## config.mk

```make
export PLATFORM = sky130hd
export DESIGN_NAME = color_blend_unit_flat
export DESIGN_NICKNAME = d
export VERILOG_FILES = /design/src/sv/cbu_pkg.sv /design/src/sv/cbu_pix_if.sv /design/src/sv/cbu_rgba_if.sv /design/src/sv/cbu_cfg_regs.sv /design/src/sv/cbu_channel.sv /design/src/sv/color_blend_unit.sv /design/src/flat_wrapper.sv
export SDC_FILE = /design/constraint.sdc
export NUM_CORES = 2
export LEC_CHECK = 0
export ABC_CLOCK_PERIOD_IN_PS = 18300
export BUFFER_PORTS_ARGS = -buffer_cell sky130_fd_sc_hd__buf_2
export CAP_MARGIN = 20
export CORE_ASPECT_RATIO = 0.8
export CORE_MARGIN = 1.5
export CORE_UTILIZATION = 45
export DETAILED_ROUTE_END_ITERATION = 8
export HOLD_SLACK_MARGIN = 0.08
export PLACE_DENSITY_LB_ADDON = 0.12
export SYNTH_ARGS = -nofsm -noshare
export SYNTH_HDL_FRONTEND = slang
export SYNTH_SLANG_ARGS = --single-unit
```

## constraint.sdc

```tcl
create_clock -name clk -period 18.3 [get_ports clk]
set_input_delay 2.745 -clock clk [delete_from_list [all_inputs] [get_ports clk]]
set_output_delay 2.745 -clock clk [all_outputs]
set_load 0.005 [all_outputs]
```

## src/sv/cbu_pkg.sv

```systemverilog
// Shared types and codes for the color blend unit.
// Holds factor select codes, blend operation codes and the configuration struct.
// No dependencies.
package cbu_pkg;

    // Factor select codes (codes above FACTOR_ONE_MINUS_DST_ALPHA act as zero)
    localparam logic [3:0] FACTOR_ONE                 = 4'd0;
    localparam logic [3:0] FACTOR_ZERO                = 4'd1;
    localparam logic [3:0] FACTOR_SRC_COLOR           = 4'd2;
    localparam logic [3:0] FACTOR_ONE_MINUS_SRC_COLOR = 4'd3;
    localparam logic [3:0] FACTOR_DST_COLOR           = 4'd4;
    localparam logic [3:0] FACTOR_ONE_MINUS_DST_COLOR = 4'd5;
    localparam logic [3:0] FACTOR_SRC_ALPHA           = 4'd6;
    localparam logic [3:0] FACTOR_ONE_MINUS_SRC_ALPHA = 4'd7;
    localparam logic [3:0] FACTOR_DST_ALPHA           = 4'd8;
    localparam logic [3:0] FACTOR_ONE_MINUS_DST_ALPHA = 4'd9;

    // Blend operation codes (unused codes act as add)
    localparam logic [2:0] OP_ADD     = 3'd0;
    localparam logic [2:0] OP_SUB     = 3'd1;
    localparam logic [2:0] OP_REV_SUB = 3'd2;
    localparam logic [2:0] OP_MIN     = 3'd3;
    localparam logic [2:0] OP_MAX     = 3'd4;

    // Register indexes on the configuration port
    localparam logic [1:0] REG_SRC_FACTOR = 2'd0;
    localparam logic [1:0] REG_DST_FACTOR = 2'd1;
    localparam logic [1:0] REG_BLEND_OP   = 2'd2;

    // Reset values
    localparam logic [3:0] SRC_FACTOR_RESET = FACTOR_ONE;
    localparam logic [3:0] DST_FACTOR_RESET = FACTOR_ZERO;
    localparam logic [2:0] BLEND_OP_RESET   = OP_ADD;

    typedef struct packed {
        logic [3:0] src_factor_sel;
        logic [3:0] dst_factor_sel;
        logic [2:0] blend_op;
    } cbu_cfg_t;

endpackage

```

## src/sv/cbu_pix_if.sv

```systemverilog
// Input channel of the color blend unit: one source and one destination RGBA pixel per beat.
// Valid/ready handshake; no package dependency.
interface cbu_pix_if #(
    parameter int CHANNEL_BITS = 8
);
    logic                    valid;
    logic                    ready;
    logic [CHANNEL_BITS-1:0] src_red;
    logic [CHANNEL_BITS-1:0] src_green;
    logic [CHANNEL_BITS-1:0] src_blue;
    logic [CHANNEL_BITS-1:0] src_alpha;
    logic [CHANNEL_BITS-1:0] dst_red;
    logic [CHANNEL_BITS-1:0] dst_green;
    logic [CHANNEL_BITS-1:0] dst_blue;
    logic [CHANNEL_BITS-1:0] dst_alpha;

    modport source (
        output valid, src_red, src_green, src_blue, src_alpha,
               dst_red, dst_green, dst_blue, dst_alpha,
        input  ready
    );

    modport sink (
        input  valid, src_red, src_green, src_blue, src_alpha,
               dst_red, dst_green, dst_blue, dst_alpha,
        output ready
    );
endinterface

```

## src/sv/cbu_rgba_if.sv

```systemverilog
// Output channel of the color blend unit: one blended RGBA pixel per beat.
// Valid/ready handshake; no package dependency.
interface cbu_rgba_if #(
    parameter int CHANNEL_BITS = 8
);
    logic                    valid;
    logic                    ready;
    logic [CHANNEL_BITS-1:0] out_red;
    logic [CHANNEL_BITS-1:0] out_green;
    logic [CHANNEL_BITS-1:0] out_blue;
    logic [CHANNEL_BITS-1:0] out_alpha;

    modport source (
        output valid, out_red, out_green, out_blue, out_alpha,
        input  ready
    );

    modport sink (
        input  valid, out_red, out_green, out_blue, out_alpha,
        output ready
    );
endinterface

```

## src/sv/cbu_cfg_regs.sv

```systemverilog
// APB-style configuration registers of the color blend unit.
// Depends on cbu_pkg for register indexes, reset values and the config struct.
module cbu_cfg_regs (
    input  logic              clk,
    input  logic              rst_n,
    input  logic              psel,
    input  logic              penable,
    input  logic              pwrite,
    input  logic [3:0]        paddr,
    input  logic [31:0]       pwdata,
    output logic [31:0]       prdata,
    output logic              pready,
    output cbu_pkg::cbu_cfg_t cfg
);

    cbu_pkg::cbu_cfg_t cfg_reg;
    cbu_pkg::cbu_cfg_t cfg_next;
    logic              wr_en;
    logic [1:0]        reg_idx;

    assign pready  = 1'b1;
    assign wr_en   = psel && penable && pwrite;
    assign reg_idx = paddr[3:2];
    assign cfg     = cfg_reg;

    // Decode the write beat into the register file
    always_comb
    begin
        cfg_next = cfg_reg;
        if (wr_en)
        begin
            case (reg_idx)
                cbu_pkg::REG_SRC_FACTOR: cfg_next.src_factor_sel = pwdata[3:0];
                cbu_pkg::REG_DST_FACTOR: cfg_next.dst_factor_sel = pwdata[3:0];
                cbu_pkg::REG_BLEND_OP:   cfg_next.blend_op       = pwdata[2:0];
                default:                 cfg_next = cfg_reg;
            endcase
        end
    end

    always_ff @(posedge clk or negedge rst_n)
    begin
        if (!rst_n)
        begin
            cfg_reg.src_factor_sel <= cbu_pkg::SRC_FACTOR_RESET;
            cfg_reg.dst_factor_sel <= cbu_pkg::DST_FACTOR_RESET;
            cfg_reg.blend_op       <= cbu_pkg::BLEND_OP_RESET;
        end
        else
        begin
            cfg_reg <= cfg_next;
        end
    end

    // Read back the addressed register
    always_comb
    begin
        case (reg_idx)
            cbu_pkg::REG_SRC_FACTOR: prdata = {28'd0, cfg_reg.src_factor_sel};
            cbu_pkg::REG_DST_FACTOR: prdata = {28'd0, cfg_reg.dst_factor_sel};
            cbu_pkg::REG_BLEND_OP:   prdata = {29'd0, cfg_reg.blend_op};
            default:                 prdata = 32'd0;
        endcase
    end

endmodule

```

## src/sv/cbu_channel.sv

```systemverilog
// One color channel of the blend datapath: factor select, two normalized
// multiplies and the blend operation with saturation. Depends on cbu_pkg.
module cbu_channel #(
    parameter int CHANNEL_BITS = 8
) (
    input  cbu_pkg::cbu_cfg_t        cfg,
    input  logic [CHANNEL_BITS-1:0]  src_col,
    input  logic [CHANNEL_BITS-1:0]  dst_col,
    input  logic [CHANNEL_BITS-1:0]  src_a,
    input  logic [CHANNEL_BITS-1:0]  dst_a,
    output logic [CHANNEL_BITS-1:0]  result
);

    localparam int N = CHANNEL_BITS;
    localparam logic [N-1:0]   CH_MAX  = {N{1'b1}};
    localparam logic [2*N+1:0] MAX_W   = {{(N+2){1'b0}}, CH_MAX};
    localparam logic [2*N+1:0] MAX_W2  = {{(N+1){1'b0}}, CH_MAX, 1'b0};
    localparam logic [2*N+1:0] HALF_W  = {{(N+3){1'b0}}, {(N-1){1'b1}}};

    // Pick the weight for one term
    function automatic logic [N-1:0] pick_factor(
        input logic [3:0]   sel,
        input logic [N-1:0] sc,
        input logic [N-1:0] dc,
        input logic [N-1:0] sa,
        input logic [N-1:0] da
    );
        logic [N-1:0] f;
        case (sel)
            cbu_pkg::FACTOR_ONE:                 f = CH_MAX;
            cbu_pkg::FACTOR_ZERO:                f = '0;
            cbu_pkg::FACTOR_SRC_COLOR:           f = sc;
            cbu_pkg::FACTOR_ONE_MINUS_SRC_COLOR: f = CH_MAX - sc;
            cbu_pkg::FACTOR_DST_COLOR:           f = dc;
            cbu_pkg::FACTOR_ONE_MINUS_DST_COLOR: f = CH_MAX - dc;
            cbu_pkg::FACTOR_SRC_ALPHA:           f = sa;
            cbu_pkg::FACTOR_ONE_MINUS_SRC_ALPHA: f = CH_MAX - sa;
            cbu_pkg::FACTOR_DST_ALPHA:           f = da;
            cbu_pkg::FACTOR_ONE_MINUS_DST_ALPHA: f = CH_MAX - da;
            default:                             f = '0;
        endcase
        return f;
    endfunction

    // a*b/(2^N-1) rounded to nearest: estimate the quotient with a shift-add
    // reciprocal of 2^N-1, then fix it up from the remainder (at most +2)
    function automatic logic [N-1:0] norm_mul(
        input logic [N-1:0] a,
        input logic [N-1:0] b
    );
        logic [2*N+1:0] x;
        logic [2*N+1:0] q_est;
        logic [2*N+1:0] rem;
        logic [2*N+1:0] q;
        x     = ({{(N+2){1'b0}}, a} * {{(N+2){1'b0}}, b}) + HALF_W;
        q_est = (x + (x >> N)) >> N;
        rem   = x - (q_est << N) + q_est;
        if (rem >= MAX_W2)
        begin
            q = q_est + 2'd2;
        end
        else if (rem >= MAX_W)
        begin
            q = q_est + 1'b1;
        end
        else
        begin
            q = q_est;
        end
        return q[N-1:0];
    endfunction

    logic [N-1:0] src_factor;
    logic [N-1:0] dst_factor;
    logic [N-1:0] src_term;
    logic [N-1:0] dst_term;
    logic [N:0]   term_sum;

    assign src_factor = pick_factor(cfg.src_factor_sel, src_col, dst_col, src_a, dst_a);
    assign dst_factor = pick_factor(cfg.dst_factor_sel, src_col, dst_col, src_a, dst_a);
    assign src_term   = norm_mul(src_col, src_factor);
    assign dst_term   = norm_mul(dst_col, dst_factor);
    assign term_sum   = {1'b0, src_term} + {1'b0, dst_term};

    // Join the weighted terms and saturate
    always_comb
    begin
        case (cfg.blend_op)
            cbu_pkg::OP_SUB:     result = (src_term > dst_term) ? src_term - dst_term : '0;
            cbu_pkg::OP_REV_SUB: result = (dst_term > src_term) ? dst_term - src_term : '0;
            cbu_pkg::OP_MIN:     result = (src_term < dst_term) ? src_term : dst_term;
            cbu_pkg::OP_MAX:     result = (src_term > dst_term) ? src_term : dst_term;
            default:             result = term_sum[N] ? CH_MAX : term_sum[N-1:0];
        endcase
    end

endmodule

```

## src/sv/color_blend_unit.sv

```systemverilog
// Color blend unit top level: input register, four blend channels, result register.
// Depends on cbu_pkg, cbu_pix_if, cbu_rgba_if, cbu_cfg_regs and cbu_channel.
//
// Usage:
//   pix_in carries one beat per source/destination RGBA pixel pair; pix_out
//   carries one blended RGBA pixel per input beat, in the same order.
//   The APB port sets the source factor (byte address 0), destination factor
//   (address 4) and blend operation (address 8); write it only while idle.
// Data path: a pixel accepted into the input register is blended combinationally
//   and moves into the result register, which drives pix_out, once that register
//   drains or is empty.
// Throughput: one pixel per clock; the input register and the result register
//   form a two-stage pipe, so a new beat is taken every cycle that pix_out
//   drains or has room.
// Stall: when pix_out.ready is low the result register holds its beat, the
//   input register fills, and pix_in.ready then drops until pix_out drains.
// Reset: rst_n clears both pipe stages to empty and the registers to source
//   factor one, destination factor zero, operation add.
module color_blend_unit #(
    parameter int CHANNEL_BITS = 8
) (
    input  logic        clk,
    input  logic        rst_n,
    cbu_pix_if.sink     pix_in,
    cbu_rgba_if.source  pix_out,
    input  logic        psel,
    input  logic        penable,
    input  logic        pwrite,
    input  logic [3:0]  paddr,
    input  logic [31:0] pwdata,
    output logic [31:0] prdata,
    output logic        pready
);

    localparam int N = CHANNEL_BITS;

    cbu_pkg::cbu_cfg_t cfg;

    logic             in_valid_reg;
    logic             in_valid_next;
    logic [N-1:0]     src_reg [4];
    logic [N-1:0]     dst_reg [4];
    logic             out_valid_reg;
    logic             out_valid_next;
    logic [N-1:0]     res_reg [4];
    logic [N-1:0]     blend   [4];
    logic             out_load;
    logic             in_load;

    cbu_cfg_regs u_cfg (
        .clk     (clk),
        .rst_n   (rst_n),
        .psel    (psel),
        .penable (penable),
        .pwrite  (pwrite),
        .paddr   (paddr),
        .pwdata  (pwdata),
        .prdata  (prdata),
        .pready  (pready),
        .cfg     (cfg)
    );

    // Advance stages when the stage ahead has room
    assign out_load     = !out_valid_reg || pix_out.ready;
    assign pix_in.ready = !in_valid_reg || out_load;
    assign in_load      = pix_in.valid && pix_in.ready;

    always_comb
    begin
        in_valid_next = in_valid_reg;
        if (pix_in.ready)
        begin
            in_valid_next = pix_in.valid;
        end
        out_valid_next = out_valid_reg;
        if (out_load)
        begin
            out_valid_next = in_valid_reg;
        end
    end

    always_ff @(posedge clk or negedge rst_n)
    begin
        if (!rst_n)
        begin
            in_valid_reg  <= 1'b0;
            out_valid_reg <= 1'b0;
        end
        else
        begin
            in_valid_reg  <= in_valid_next;
            out_valid_reg <= out_valid_next;
        end
    end

    // Capture the input beat
    always_ff @(posedge clk)
    begin
        if (in_load)
        begin
            src_reg[0] <= pix_in.src_red;
            src_reg[1] <= pix_in.src_green;
            src_reg[2] <= pix_in.src_blue;
            src_reg[3] <= pix_in.src_alpha;
            dst_reg[0] <= pix_in.dst_red;
            dst_reg[1] <= pix_in.dst_green;
            dst_reg[2] <= pix_in.dst_blue;
            dst_reg[3] <= pix_in.dst_alpha;
        end
    end

    // Blend each channel; alpha factors come from the alpha lane
    for (genvar c = 0; c < 4; c++)
    begin : g_chan
        cbu_channel #(
            .CHANNEL_BITS (N)
        ) u_chan (
            .cfg     (cfg),
            .src_col (src_reg[c]),
            .dst_col (dst_reg[c]),
            .src_a   (src_reg[3]),
            .dst_a   (dst_reg[3]),
            .result  (blend[c])
        );
    end

    // Hold the result beat until it is taken
    always_ff @(posedge clk)
    begin
        if (out_load && in_valid_reg)
        begin
            res_reg <= blend;
        end
    end

    assign pix_out.valid     = out_valid_reg;
    assign pix_out.out_red   = res_reg[0];
    assign pix_out.out_green = res_reg[1];
    assign pix_out.out_blue  = res_reg[2];
    assign pix_out.out_alpha = res_reg[3];

endmodule

```

## src/flat_wrapper.sv

```systemverilog
// flat-port wrapper written by rule: the top's interface ports become plain ports
module color_blend_unit_flat 
#(
    parameter int CHANNEL_BITS = 8
)
  (clk, rst_n, psel, penable, pwrite, paddr, pwdata, prdata, pready, pix_in_valid, pix_in_src_red, pix_in_src_green, pix_in_src_blue, pix_in_src_alpha, pix_in_dst_red, pix_in_dst_green, pix_in_dst_blue, pix_in_dst_alpha, pix_in_ready, pix_out_valid, pix_out_out_red, pix_out_out_green, pix_out_out_blue, pix_out_out_alpha, pix_out_ready);
  cbu_pix_if #(.CHANNEL_BITS(CHANNEL_BITS)) pix_in_i ();
  cbu_rgba_if #(.CHANNEL_BITS(CHANNEL_BITS)) pix_out_i ();
  input  logic clk;
  input  logic rst_n;
  input  logic psel;
  input  logic penable;
  input  logic pwrite;
  input  logic [3:0] paddr;
  input  logic [31:0] pwdata;
  output logic [31:0] prdata;
  output logic pready;
  input wire logic [$bits(pix_in_i.valid)-1:0] pix_in_valid;
  input wire logic [$bits(pix_in_i.src_red)-1:0] pix_in_src_red;
  input wire logic [$bits(pix_in_i.src_green)-1:0] pix_in_src_green;
  input wire logic [$bits(pix_in_i.src_blue)-1:0] pix_in_src_blue;
  input wire logic [$bits(pix_in_i.src_alpha)-1:0] pix_in_src_alpha;
  input wire logic [$bits(pix_in_i.dst_red)-1:0] pix_in_dst_red;
  input wire logic [$bits(pix_in_i.dst_green)-1:0] pix_in_dst_green;
  input wire logic [$bits(pix_in_i.dst_blue)-1:0] pix_in_dst_blue;
  input wire logic [$bits(pix_in_i.dst_alpha)-1:0] pix_in_dst_alpha;
  output wire logic [$bits(pix_in_i.ready)-1:0] pix_in_ready;
  output wire logic [$bits(pix_out_i.valid)-1:0] pix_out_valid;
  output wire logic [$bits(pix_out_i.out_red)-1:0] pix_out_out_red;
  output wire logic [$bits(pix_out_i.out_green)-1:0] pix_out_out_green;
  output wire logic [$bits(pix_out_i.out_blue)-1:0] pix_out_out_blue;
  output wire logic [$bits(pix_out_i.out_alpha)-1:0] pix_out_out_alpha;
  input wire logic [$bits(pix_out_i.ready)-1:0] pix_out_ready;
  assign pix_in_i.valid = pix_in_valid;
  assign pix_in_i.src_red = pix_in_src_red;
  assign pix_in_i.src_green = pix_in_src_green;
  assign pix_in_i.src_blue = pix_in_src_blue;
  assign pix_in_i.src_alpha = pix_in_src_alpha;
  assign pix_in_i.dst_red = pix_in_dst_red;
  assign pix_in_i.dst_green = pix_in_dst_green;
  assign pix_in_i.dst_blue = pix_in_dst_blue;
  assign pix_in_i.dst_alpha = pix_in_dst_alpha;
  assign pix_in_ready = pix_in_i.ready;
  assign pix_out_valid = pix_out_i.valid;
  assign pix_out_out_red = pix_out_i.out_red;
  assign pix_out_out_green = pix_out_i.out_green;
  assign pix_out_out_blue = pix_out_i.out_blue;
  assign pix_out_out_alpha = pix_out_i.out_alpha;
  assign pix_out_i.ready = pix_out_ready;
  color_blend_unit #(.CHANNEL_BITS(CHANNEL_BITS)) u_core (.clk(clk), .rst_n(rst_n), .pix_in(pix_in_i), .pix_out(pix_out_i), .psel(psel), .penable(penable), .pwrite(pwrite), .paddr(paddr), .pwdata(pwdata), .prdata(prdata), .pready(pready));
endmodule
```

# Word level (Yosys, flattened, before mapping)
# Memories as Yosys holds them, arrays and structs flattened.
# Index checks and enable logic that the tools add are counted.
# word_totals
register_bits	45
ramBits	64
inputBits	107
output_inout_bits	67
n_memories	2
# classes
add_sub_neg	68
multipliers	8
n_lt_le_gt_ge	28
n_eq_ne	22
mux	51
n_reduce_logical	22
# memory_table
memory	words	width	read_ports	rd_clocked_by_memory_dff	write_ports	line	source
u_core.dst_reg	4	8	4	0	4	color_blend_unit.sv:42	logic [N-1:0] dst_reg [4];
u_core.src_reg	4	8	4	0	4	color_blend_unit.sv:41	logic [N-1:0] src_reg [4];
# op_table
op	count
8-bit one-hot mux with 9 select lines	6
8-bit two-way mux	36
17-bit by 9-bit adder with 18-bit output	8
18-bit by 10-bit adder with 18-bit output	8
18-bit by 8-bit greater-or-equal comparator with 1-bit output (second input constant)	8
18-bit by 9-bit greater-or-equal comparator with 1-bit output (second input constant)	8
17-bit by 18-bit subtractor with 18-bit output	8
16-bit by 7-bit adder with 17-bit output (second input constant)	8
8-bit by 8-bit multiplier with 16-bit output	8
8-bit one-hot mux with 4 select lines	4
8-bit one-hot mux with 5 select lines	2
8-bit by 1-bit adder with 8-bit output (second input constant)	8
8-bit by 2-bit adder with 8-bit output (second input constant)	8
8-bit greater-than comparator	8
8-bit subtractor	8
8-bit subtractor (first input constant)	8
8-bit by 8-bit adder with 9-bit output	4
4-bit by 3-bit equality test with 1-bit output (second input constant)	8
8-bit < comparator	4
4-bit by 2-bit equality test with 1-bit output (second input constant)	4
4-bit equality test (second input constant)	4
2-bit OR reduction	8
4-bit one-hot mux with 3 select lines	1
4-bit logical NOT	2
11 further kinds	20

# Logic depth before layout (Yosys ltp)
# depth
depth_word	14
depth_mapped	68
mapped_depth_nobuf	64

# Modules after synthesis
# A second synthesis with hierarchy kept.
# hier_totals
hier_cells	6173
hier_area_um2	48450.2
# modules_own_cells
mod	n_inst	cells_per_inst	area_per_inst_um2	seq_area_each_um2
cbu_channel (u_core.g_chan[0].u_chan)	1	1516	11452.2	0.0
cbu_channel (u_core.g_chan[2].u_chan)	1	1521	11294.6	0.0
cbu_channel (u_core.g_chan[1].u_chan)	1	1494	11071.9	0.0
cbu_channel (u_core.g_chan[3].u_chan)	1	1468	10900.5	0.0
color_blend_unit	1	104	2986.6	2932.8
cbu_cfg_regs	1	70	744.5	276.5

# Worst setup path after synthesis
# Ideal clock, no wire load.
# synth_timing
kind	register to register
from	register u_core.u_cfg.cfg_reg, in the netlist u_core.u_cfg.cfg[3]
to	register u_core.res_reg, in the netlist u_core.pix_out.out_blue[6] (data pin)
setup_time_ns	0.261
t_arrival_ns	14.039
t_required_ns	18.039
slack_ns	4.001
path_stages_with_launch	62
period_less_slack_ns	14.299
cell_sequence	dfstp_2 -> buf_1 -> clkbuf_1 -> buf_1 -> o221ai_1 -> nand2_1 -> o21ai_0 -> and2_1 -> fa_1 -> inv_1 -> fa_1 -> inv_1 -> fa_1 -> inv_1 -> fa_1 -> inv_1 -> ha_1 -> a21o_1 -> (+26 left out) -> buf_4 -> a21oi_2 -> xor2_1 -> ha_1 -> inv_1 -> fa_1 -> a21oi_1 -> nor2_1 -> nor2_1 -> nor2_1 -> or3_1 -> clkbuf_1 -> nand2_1 -> nor2_1 -> a221o_1 -> a21oi_1 -> a31oi_1 -> a221o_1
# synth_lines
element	line	source
start: declaration	cbu_cfg_regs.sv:16	cbu_pkg::cbu_cfg_t cfg_reg;
start signal: assignment	cbu_cfg_regs.sv:51	cfg_reg <= cfg_next;
end signal: assignment	color_blend_unit.sv:132	res_reg <= blend;
end: declaration	color_blend_unit.sv:45	logic [N-1:0] res_reg [4];

==> out/metrics.yaml <==
floorplan:
  die_w_um: 361
  dieArea_um2: 105000
  core-area_um2: 101000
  die-height_um: 289
  initial_utilization: 0.457
  rows: 104
  io_pins: 174
clock_tree:
  clock_sinks: 109
  cts_root_buf: "clkbuf_16"
  hold_buffers: 0
  ctsResizeCount: 0
  cts.clk_slew.worst_paths_ns: 0.11
  clock_latency_ns: 0.48
  cts_made_buffers: 9
  tritoncts: "done"
  cts_buffer_depth: 2
  post_cts_buffers: 0
  htreeDepth: 3
sta:
  final-hold-violation-count: 0
  period_share: 0.918
  fin_crit_ns: 16.80
  setup_violations: 0
  finalClockSkew_ns: 0.0279
  relSlewSlack: 0.226
  tightest_slew_ns: 1.15
  rsz0062_at_grt: "no"
  setup_tns_ns: 0
  max_freq_mhz: 59.5
  slew_viol_final: 0
routing:
  drtIter0Drc: 3743
  wire_per_inst_um: 19.0
  viasPerCell: 5.79
  vias: 41601
  drt-total-wl_um: 137000
  route.detailed.drc: 0
  detail-route-antenna-nets: 0
  drt_first_pass_iters: 6
yosys:
  synth_top_area_cell: "ha_1"
  avgSynthCellArea_um2: 7.86
  synth_top_area_frac: 0.195
  synth_cell_types: 112
  netlist_instances: 5871
  synthesis.area_um2: 46200
  yosys.area_share.simple: 0.196
  ys_warn_count: 0
  ys_ff_latch: 109
  synth_compound_area_frac: 0.217
  ys_seq_area_frac: 0.0695
  yosysMostFrequentCell: "inv_1"
  synth.top_cells.by_area: "ha_1 20%, fa_1 15%, inv_1 7.2%"
  async_reset_ff_frac: 0.119
  synthAdderAreaFrac: 0.350
  synth_mux_area_frac: 0.0156
  synth_top_family_by_area: "adder cells"
  synth_ff_type: "edfxtp_1"
  synth_edf_count: 96
  ys_top_cells_by_count: "882 x inv_1, 720 x ha_1, 465 x nand2_1"
  synth_xor_area_frac: 0.0587
critical_path:
  cpPeakStageDelay_ns: 0.83
  cp.arrival_ns: 17.04
  startpoint: "u_core.u_cfg.cfg[5]"
  critPathSlowestCell: "o21ai_0"
  reg2reg_from: "u_core.u_cfg.cfg[5]"
  cp-end-kind: "register"
  start_kind: "register"
  required_ns: 18.54
  critPathKind: "reg -> reg"
  worst-path-max-fanout: 19
outcome:
  outcome: "complete, no violations"
placement:
  gp_congestion: 0.929
  dp_hpwl_um: 113000
  numPortBuffers: 114
worst_hold_path:
  hp-class: "reg -> reg"
  min_from: "u_core.in_valid_reg"
global_routing:
  grt_pass1_wl_um: 217000
  antenna_found_initial: 4
  first_global_vias: 38690
  grt_use_total: 0.260
  grt_max_degree: 57
  grt_overflow: 0
flow_run:
  maxCapViolCount: 0
layout:
  nFillCells: 10101
  nets: 7031
  area_growth_pct: 4.55
  layout-drive-gt1-share: 0.0509
## placed cells by master, fill, tap and decap left out, types with 34 or more instances in the layout
master,n
fa_1,356
o21ai_0,252
nand3_1,86
and3_1,47
o211ai_1,40
a221o_1,72
nand2b_1,65
buf_4,48
a21o_1,124
o21a_1,72
a31oi_1,34
buf_2,116
o221ai_1,86
o21ai_1,34
nor3_1,85
nand4_1,43
edfxtp_1,96
nor2b_1,55
and2_1,374
inv_1,882
xnor2_1,221
a21oi_1,323
nand2_1,465
nor2_1,337
ha_1,720
mux2i_1,54
o22ai_1,47
a211oi_1,43
o21bai_1,43
xor2_1,66
## cells by family after synthesis
group,after synthesis
and+or+nand+nor,1761
AOI/OAI and AO/OA,1443
buffers and inverters,1114
adders and majority gates,1076
xor gates and xnor gates,297
DFF,109
muxes,69
other,2
## area by class of cell
| cell class | instances | area (um2) | area share |
|---|---|---|---|
| clock buffers | 9 | 225 | 0.00467 |
| inverters | 885 | 3320 | 0.0688 |
| flip-flops and latches | 109 | 3210 | 0.0665 |
| repair buffers | 168 | 978 | 0.0203 |
| clock inverters | 7 | 96.3 | 0.00200 |
| multi-input cells | 4675 | 38800 | 0.803 |
| well taps | 1325 | 1660 | 0.0344 |
| diodes | 2 | 5.00 | 0.000104 |
## final timing paths
kind	to	slack, ns	cells after the start
setup / recovery	u_core.pix_out.out_red[6]	1.50	56
hold / removal	u_core.pix_out.valid	0.51	1
setup reg to reg	u_core.pix_out.out_red[6]	1.50	56
hold reg to reg	u_core.pix_out.valid	0.51	1
max in group asynchronous	u_core.in_valid_reg	15.69	1
min in group asynchronous	u_core.u_cfg.cfg[9]	2.23	1
## metal layers
metal / share of wire / wire [um] / global-route usage / vias to the layer above
li1: - / - / - / 20291
met2: 0.39 / 53800 / 0.366 / 1353
met3: 0.087 / 11900 / 0.0591 / 80
met1: 0.51 / 69500 / 0.402 / 19875
met4: 0.012 / 1620 / 0.0390 / 2
met5: 0.000095 / 13 / 0 / -
## through the flow
step	hold slack [ns]	area (um2)	setup slack, ns	instances	util
2_1_floorplan	0.449	46300	4.00	5898	-
3_3_place_gp	0.470	47900	1.81	7155	0.474
3_5_place_dp	0.479	47900	1.58	7157	0.474
4_1_cts	0.517	48200	1.52	7173	0.477
5_1_grt	0.536	48300	0.284	7178	0.477
6_report	0.507	48300	1.50	7180	0.477
## worst max-delay path, delay by kind of cell, from the launching register on
family	cells	cell delay, ns
simple gates	16	3.93
xor+xnor	1	0.69
buf+inv	8	0.94
fa+ha+maj	10	4.49
flops	1	0.79
mux	1	0.23
compound gates	20	5.48
Power is not shown: default switching activity piles up to over one toggle a cycle in this logic, so the estimate is an artifact.
